## src/rtl/core/pbrr_pkg.sv

```systemverilog
// Shared types and constants for the PE base-relocation reverter.
// Used by pbrr_step and pe_base_reloc_revert. No dependencies.
`timescale 1ns / 1ps
`default_nettype none

package pbrr_pkg;

  localparam int unsigned HALF_W   = 16;
  localparam int unsigned OFS_W    = 12;
  localparam int unsigned ADDR_W   = 32;
  localparam int unsigned ADJ_W    = 64;
  localparam int unsigned CFG_IDX_W = 2;
  localparam int unsigned OUT_W    = 104;

  localparam logic [CFG_IDX_W-1:0] REG_IMAGE_SIZE = 2'd0;
  localparam logic [CFG_IDX_W-1:0] REG_LOAD_ADJ   = 2'd1;
  localparam logic [CFG_IDX_W-1:0] REG_DIR_SIZE   = 2'd2;

  localparam logic [2:0] ST_OK        = 3'd0;
  localparam logic [2:0] ST_BAD_SIZE  = 3'd1;
  localparam logic [2:0] ST_PAST_DIR  = 3'd2;
  localparam logic [2:0] ST_OUTSIDE   = 3'd3;
  localparam logic [2:0] ST_BAD_TYPE  = 3'd4;

  localparam logic [2:0] KIND_NONE = 3'd0;
  localparam logic [2:0] KIND_HIGH = 3'd1;
  localparam logic [2:0] KIND_LOW  = 3'd2;
  localparam logic [2:0] KIND_HL32 = 3'd3;
  localparam logic [2:0] KIND_D64  = 3'd4;

  localparam logic [3:0] RT_ABSOLUTE = 4'd0;
  localparam logic [3:0] RT_HIGH     = 4'd1;
  localparam logic [3:0] RT_LOW      = 4'd2;
  localparam logic [3:0] RT_HIGHLOW  = 4'd3;
  localparam logic [3:0] RT_DIR64    = 4'd10;

  localparam logic [ADDR_W-1:0] HDR_BYTES = 32'd8;

  typedef enum logic [4:0] {
    PH_PAGE_LO = 5'b00001,
    PH_PAGE_HI = 5'b00010,
    PH_LEN_LO  = 5'b00100,
    PH_LEN_HI  = 5'b01000,
    PH_ENTRY   = 5'b10000
  } phase_t;

  typedef struct packed {
    phase_t            phase;
    logic [ADDR_W-1:0] page;
    logic [ADDR_W-1:0] bytes_left;
    logic [ADDR_W-1:0] length;
    logic [ADDR_W-1:0] consumed;
    logic [2:0]        status;
  } run_state_t;

  // Packed lowest field last, so fixup_valid lands in bit 0.
  typedef struct packed {
    logic             directory_done;
    logic [2:0]       status;
    logic [ADJ_W-1:0] subtract_amount;
    logic [2:0]       fixup_kind;
    logic [ADDR_W-1:0] fixup_offset;
    logic             fixup_valid;
  } result_t;

  typedef struct packed {
    logic [ADDR_W-1:0] image_size;
    logic [ADJ_W-1:0]  load_adjust;
    logic [ADDR_W-1:0] dir_size;
  } cfg_t;

endpackage

`default_nettype wire

```

## src/rtl/core/pe_base_reloc_revert.sv

```systemverilog
// PE base-relocation reverter: takes one directory halfword per clock and
// returns one fixup/status transaction for each. Depends on pbrr_pkg, pbrr_step.
// The result is registered in the cycle after its input is accepted; the
// only holdup is the result register when out_tready is low. State is a single
// set of run registers updated at each input transaction; a halfword with
// in_tuser set restarts the directory before it is used. Errors are sticky.
`timescale 1ns / 1ps
`default_nettype none

module pe_base_reloc_revert
  import pbrr_pkg::*;
(
  input  wire                   clk,
  input  wire                   rst_n,
  input  wire                   cfg_we,
  input  wire  [CFG_IDX_W-1:0]  cfg_addr,
  input  wire  [ADJ_W-1:0]      cfg_wdata,
  input  wire                   in_tvalid,
  output logic                  in_tready,
  input  wire  [HALF_W-1:0]     in_tdata,   // [15:0] dir_half
  input  wire                   in_tuser,   // [0] first_half
  output logic                  out_tvalid,
  input  wire                   out_tready,
  // [0] fixup_valid, [32:1] fixup_offset, [35:33] fixup_kind,
  // [99:36] subtract_amount, [102:100] status, [103] directory_done
  output logic [OUT_W-1:0]      out_tdata
);

  cfg_t       cfg_r;
  run_state_t st_r, st_nxt;
  result_t    res_nxt, res_r;
  logic       out_vld_r;
  logic       in_acc;

  assign in_tready  = !out_vld_r || out_tready;
  assign in_acc     = in_tvalid && in_tready;
  assign out_tvalid = out_vld_r;
  assign out_tdata  = res_r;

  pbrr_step u_step (
    .cur   (st_r),
    .cfg   (cfg_r),
    .half  (in_tdata),
    .first (in_tuser),
    .nxt   (st_nxt),
    .res   (res_nxt)
  );

  always_ff @(posedge clk) begin
    if (!rst_n) begin
      cfg_r <= '0;
    end else if (cfg_we) begin
      unique case (cfg_addr)
        REG_IMAGE_SIZE: cfg_r.image_size  <= cfg_wdata[ADDR_W-1:0];
        REG_LOAD_ADJ:   cfg_r.load_adjust <= cfg_wdata;
        REG_DIR_SIZE:   cfg_r.dir_size    <= cfg_wdata[ADDR_W-1:0];
        default: ;
      endcase
    end
  end

  always_ff @(posedge clk) begin
    if (!rst_n) begin
      st_r      <= '{phase: PH_PAGE_LO, default: '0};
      out_vld_r <= 1'b0;
    end else begin
      if (in_acc) st_r <= st_nxt;
      if (in_acc) begin
        out_vld_r <= 1'b1;
      end else if (out_tready) begin
        out_vld_r <= 1'b0;
      end
    end
  end

  always_ff @(posedge clk) begin
    if (in_acc) res_r <= res_nxt;
  end

  a_sticky_hold: assert property (@(posedge clk) disable iff (!rst_n)
    (st_r.status != ST_OK && !(in_acc && in_tuser)) |=> $stable(st_r))
    else $error("sticky error state changed without restart");

  a_fixup_ok: assert property (@(posedge clk) disable iff (!rst_n)
    (out_vld_r && res_r.fixup_valid) |-> (res_r.status == ST_OK))
    else $error("fixup issued alongside error");

  a_hdr_nofix: assert property (@(posedge clk) disable iff (!rst_n)
    (in_acc && !in_tuser && st_r.phase != PH_ENTRY) |=> !res_r.fixup_valid)
    else $error("fixup issued from a header halfword");

  a_err_done: assert property (@(posedge clk) disable iff (!rst_n)
    (out_vld_r && res_r.status != ST_OK) |-> res_r.directory_done)
    else $error("error reported without done");

endmodule

`default_nettype wire

```

## src/rtl/core/pbrr_step.sv

```systemverilog
// Next-state and result logic for one directory halfword.
// Purely combinational; depends on pbrr_pkg.
`timescale 1ns / 1ps
`default_nettype none

module pbrr_step
  import pbrr_pkg::*;
(
  input  var run_state_t        cur,
  input  var cfg_t              cfg,
  input  wire  [HALF_W-1:0]     half,
  input  wire                   first,
  output run_state_t            nxt,
  output result_t               res
);

  run_state_t        s;
  logic [ADDR_W:0]   cons_sum;
  logic [ADDR_W-1:0] cons_inc;
  logic [ADDR_W-1:0] len_full;
  logic [ADDR_W-1:0] blk_start;
  logic [ADDR_W:0]   blk_end;
  logic [ADDR_W:0]   ent_ofs;
  logic [3:0]        rtype;
  logic [2:0]        kind;
  logic [ADJ_W-1:0]  amount;
  logic [ADDR_W:0]   done_cmp;
  logic              can_start;

  always_comb begin
    s = first ? run_state_t'{phase: PH_PAGE_LO, default: '0} : cur;
    cons_sum  = {1'b0, s.consumed} + 33'd2;
    cons_inc  = cons_sum[ADDR_W] ? '1 : cons_sum[ADDR_W-1:0];
    can_start = ({1'b0, s.consumed} + 33'd1) < {1'b0, cfg.dir_size};
    len_full  = {half, s.length[HALF_W-1:0]};
    blk_start = (cons_inc >= HDR_BYTES) ? (cons_inc - HDR_BYTES) : '0;
    blk_end   = {1'b0, blk_start} + {1'b0, len_full};
    ent_ofs   = {1'b0, s.page} + {{(ADDR_W+1-OFS_W){1'b0}}, half[OFS_W-1:0]};
    rtype     = half[HALF_W-1:HALF_W-4];
    kind      = KIND_NONE;
    amount    = '0;
    nxt       = s;
    res       = '0;

    if (s.status == ST_OK) begin
      unique case (s.phase)
        PH_PAGE_LO: begin
          if (can_start) begin
            nxt.page     = {{(ADDR_W-HALF_W){1'b0}}, half};
            nxt.phase    = PH_PAGE_HI;
            nxt.consumed = cons_inc;
          end
        end
        PH_PAGE_HI: begin
          nxt.page     = {half, s.page[HALF_W-1:0]};
          nxt.phase    = PH_LEN_LO;
          nxt.consumed = cons_inc;
        end
        PH_LEN_LO: begin
          nxt.length   = {{(ADDR_W-HALF_W){1'b0}}, half};
          nxt.phase    = PH_LEN_HI;
          nxt.consumed = cons_inc;
        end
        PH_LEN_HI: begin
          nxt.length   = len_full;
          nxt.consumed = cons_inc;
          nxt.phase    = PH_PAGE_LO;
          if (len_full < HDR_BYTES || len_full[0]) begin
            nxt.status = ST_BAD_SIZE;
          end else if (blk_end > {1'b0, cfg.dir_size}) begin
            nxt.status = ST_PAST_DIR;
          end else if (s.page >= cfg.image_size) begin
            nxt.status = ST_OUTSIDE;
          end else begin
            nxt.bytes_left = len_full - HDR_BYTES;
            if (len_full != HDR_BYTES) nxt.phase = PH_ENTRY;
          end
        end
        PH_ENTRY: begin
          nxt.consumed = cons_inc;
          if (ent_ofs >= {1'b0, cfg.image_size}) begin
            nxt.status = ST_OUTSIDE;
          end else begin
            priority case (rtype)
              RT_ABSOLUTE: kind = KIND_NONE;
              RT_HIGH: begin
                kind   = KIND_HIGH;
                amount = {48'd0, cfg.load_adjust[31:16]};
              end
              RT_LOW: begin
                kind   = KIND_LOW;
                amount = {48'd0, cfg.load_adjust[15:0]};
              end
              RT_HIGHLOW: begin
                kind   = KIND_HL32;
                amount = {32'd0, cfg.load_adjust[31:0]};
              end
              RT_DIR64: begin
                kind   = KIND_D64;
                amount = cfg.load_adjust;
              end
              default: nxt.status = ST_BAD_TYPE;
            endcase
          end
          if (nxt.status == ST_OK && kind != KIND_NONE) begin
            res.fixup_valid     = 1'b1;
            res.fixup_offset    = ent_ofs[ADDR_W-1:0];
            res.fixup_kind      = kind;
            res.subtract_amount = amount;
          end
          if (nxt.status != ST_OK) begin
            nxt.phase = PH_PAGE_LO;
          end else begin
            nxt.bytes_left = (s.bytes_left >= 32'd2) ? (s.bytes_left - 32'd2) : '0;
            if (nxt.bytes_left == '0) nxt.phase = PH_PAGE_LO;
          end
        end
        default: nxt = s;
      endcase
    end

    done_cmp           = {1'b0, nxt.consumed} + 33'd1;
    res.status         = nxt.status;
    res.directory_done = (nxt.status != ST_OK) ||
                         (nxt.phase == PH_PAGE_LO && done_cmp >= {1'b0, cfg.dir_size});
  end

endmodule

`default_nettype wire
```

## config.mk

```make
export PLATFORM = sky130hd
export DESIGN_NAME = pe_base_reloc_revert
export DESIGN_NICKNAME = d
export VERILOG_FILES = /design/src/rtl/core/pbrr_pkg.sv /design/src/rtl/core/pe_base_reloc_revert.sv /design/src/rtl/core/pbrr_step.sv
export SDC_FILE = /design/constraint.sdc
export NUM_CORES = 1
export LEC_CHECK = 0
export BUFFER_PORTS_ARGS = -buffer_cell sky130_fd_sc_hd__buf_2
export CAP_MARGIN = 0
export CORE_MARGIN = 2
export CORE_UTILIZATION = 67
export CTS_CLUSTER_DIAMETER = 40
export DETAILED_ROUTE_END_ITERATION = 16
export HOLD_SLACK_MARGIN = 0.12
export PLACE_DENSITY_LB_ADDON = 0.25
export SLEW_MARGIN = 20
export SYNTH_ARGS = -nofsm -noshare
export SYNTH_HDL_FRONTEND = slang
export SYNTH_SLANG_ARGS = --single-unit
```

## constraint.sdc

```tcl
create_clock -name clk -period 18.15 [get_ports clk]
set_input_delay 3.63 -clock clk [delete_from_list [all_inputs] [get_ports clk]]
set_output_delay 3.63 -clock clk [all_outputs]
set_load 0.05 [all_outputs]
```

==> results.md <==
* Min-Delay Endpoint: cfg_r[73]$_SDFFE_PN0P_
* Reg-to-reg setup timing slack at 7.47 ns
* Ys async rst share at 0%
* Vias at 25,260
* Non-filler cells in the finished layout at 3,748
* DIE WIDTH at 196.5 um
* Final instance area at 27,550 um2
* Critical path's most frequent cell: a21oi_1
* Fillers at 2,696
* Most frequent cells in the layout: nand2_1 (482), nor2_1 (317), a21oi_1 (290)
* Initial Utilization at 68.00%
* Crit start category: primary input
* DP Wirelength at 61.70 mm
* Status: finished clean
* Ports at 194
* DRC at 0
* Hold Crit Depth at 2
* Sequential area share after synthesis at 32.64%
* Setup Skew at 0.05412 ns
* N_diodes at 0
* Final WS setup at 4.321 ns
* 1st-iter DRT viols at 3,345
* EDFF count, synth at 104
* Yosys top cell area share at 20.07%
* Max VDD drop at 0.08352 mV
* CP endpoint kind: register
* Worst slew margin at 24.86%
* WL met1 at 32.63 mm
* Dpl cell area at 25,910 um2
* Slew Limit Fails at 0
* Kind of critical path: in2reg
* Dominant synthesized flop cell: dfxtp_1
* LEAKAGE at 11.18 nW
* Commonest non-fill, non-tap cell in the layout: nand2_1
* CORE AREA at 36,520 um2
* Met3 wire len at 10.68 mm
* Final hold violations at 0
* Die height at 196.5 um
* #FFs+latches synth at 353
* Final nets at 3,539
* CTS max path bufs at 3
* Top layer in use: met4
* Yosys warning count at 0
* Max Freq at 72.31 MHz
* Final Power at 2.775 mW
* I/O Buffers at 193
* FF-to-FF End: st_r[82]$_SDFFE_PN0P_
* Setup TNS at 0 ns
* Drt via density at 6.740
* Pre-antenna DRT Iters at 7
* Pwr Density at 100.7 nW/um2
* Path category of the worst min-delay check: reg2reg
* Fin crit period at 13.83 ns
* Slowest CP cell: and3_1
* Worst-path fanout max at 46
* DIE AREA at 38,630 um2
* CTS-repair resized insts at 0
* Synthesized instance count at 3,135
* Synth unique cells at 97
* CP Data Arrival Time at 14.35 ns
* Slew @ Worst Pin at 1.127 ns
* All-Layer GR Usage at 43.57%
* Fin crit share at 76.19%
* CTS tree: built
* Largest net degree at the start of global routing at 129
* Critical path required time at 18.67 ns
* Row count at 70
* Initial antenna violation count at 1
* Setup-failing EPs final at 0
* Max-Cap Viols at 0
* GP Congestion at 1.033
* Postcts setup bufs at 0
* Layout cells sized above 1 at 11.13%
* Worst-case reg-to-reg path depth at 36
* Mapped Nets at 3,434
* Per-cell routed wire length at 23.00 um
* First-pass GRT wire length at 131.7 mm
* Mapped cell area at 24,840 um2
* Yosys top cell by area: dfxtp_1
* Min-delay src: cfg_r[73]$_SDFFE_PN0P_
* Vias in the first global route at 23,870
* Hold buffers post-CTS at 0
* Met2 WL at 37.48 mm
* Worst-skew pair later-pin latency at 0.63 ns
* Peak per-stage delay on the critical path at 0.76 ns
* Global route overflow at 0
* Final wirelength at 86.20 mm
* Clk pin slew, worst setup/hold paths at 0.06 ns
* Detail Route Antenna Nets at 0
* Critical R2R Launch: st_r[5]$_SDFFE_PN0P_
* RSZ-0062 raised after global routing: no
* Num CTS Buffers at 49
* Synth Area per Inst at 7.922 um2
* H-tree Lvls at 2
* DP Worst Slack at 4.102 ns
* Placed insts at 3,656
* Area Overhead vs Synth at 10.94%
* CTS root buf: clkbuf_16
* CTS sink count at 353
* Top cells by area, synth: dfxtp_1 (20%), edfxtp_1 (13%), ha_1 (11%)
==> sequential cells by signal, summed over array words and instances, names as in the netlist <==
register    cells
out_tdata     104
st_r          120
out_tvalid      1
cfg_r         128
==> kinds of logic after synthesis <==
| kind of cell | Yosys count | synth area share [%] |
|---|---|---|
| AND/OR/NAND/NOR | 1353 | 26.35 |
| multiplexers | 26 | 1.088 |
| XOR/XNOR | 190 | 6.700 |
| AO/OA/AOI/OAI | 724 | 18.10 |
| adder cells (fa/ha/maj) | 211 | 10.69 |
| flip-flops | 353 | 32.64 |
| buffers and inverters | 278 | 4.428 |
==> critical path, delay by kind of cell <==
kind | cells | cell delay (ns)
and+or+nand+nor | 14 | 4.84
xor gates and xnor gates | 1 | 0.09
buffers and inverters | 3 | 0.73
AOI/OAI and AO/OA | 16 | 3.80
adders and majority gates | 4 | 1.19
==> worst max-delay path by stage <==
stage             start                     to  slack [ns]  cells after the start
6_report       in_tuser  st_r[82]$_SDFFE_PN0P_        4.32                     38
2_1_floorplan  in_tuser  st_r[69]$_SDFFE_PN0P_        5.87                     44
3_5_place_dp   in_tuser  st_r[82]$_SDFFE_PN0P_        4.10                     38
4_1_cts        in_tuser  st_r[82]$_SDFFE_PN0P_        4.64                     38
5_1_grt        in_tuser  st_r[87]$_SDFFE_PN0P_        3.78                     38
3_3_place_gp   in_tuser  st_r[68]$_SDFFE_PN0P_        4.51                     38
==> power by group <==
group          leakage [nW]  switching (mW)  total (mW)  internal, mW
clock                 0.784           0.423       0.944         0.521
combinational          7.32           0.613       0.963         0.350
sequential             3.07          0.0256       0.868         0.843
==> cell usage after synthesis (all sizes together), types with 44 or more instances <==
library cell  count
nand2           483
nor2            321
a21oi           292
dfxtp           249
ha              209
clkbuf          117
xnor2           117
o21ai           116
inv             115
edfxtp          104
a22oi            92
and2             78
nor2b            75
xor2             73
nand3            72
nor3             69
nand4            49
a21o             46
buf              44
==> stage by stage <==
stage / util, % / hold WS (ns)
global route: 75.44 / 0.4643
floorplan: - / 0.4317
finish: 75.44 / 0.4497
detailed placement: 70.95 / 0.4428
CTS: 75.39 / 0.4529
global placement: 70.95 / 0.4370
==> final cells by class <==
class / instances / area, um2 / share of cell area [%]
multi-input combinational: 2504 / 15660 / 56.82
sequential: 353 / 8108 / 29.43
clock buffer: 54 / 1245 / 4.518
timing repair buffer: 215 / 1137 / 4.128
tap: 468 / 585.6 / 2.125
inverter: 117 / 446.7 / 1.621
clock inverter: 37 / 374.1 / 1.358
==> metal layers <==
layer,vias up,global-route usage [%]
met2,1796,67.84
met4,0,24.55
li1,11319,-
met3,356,8.641
met1,11789,56.82
met5,-,0
Note: power is estimated with default switching activity, not from simulation.
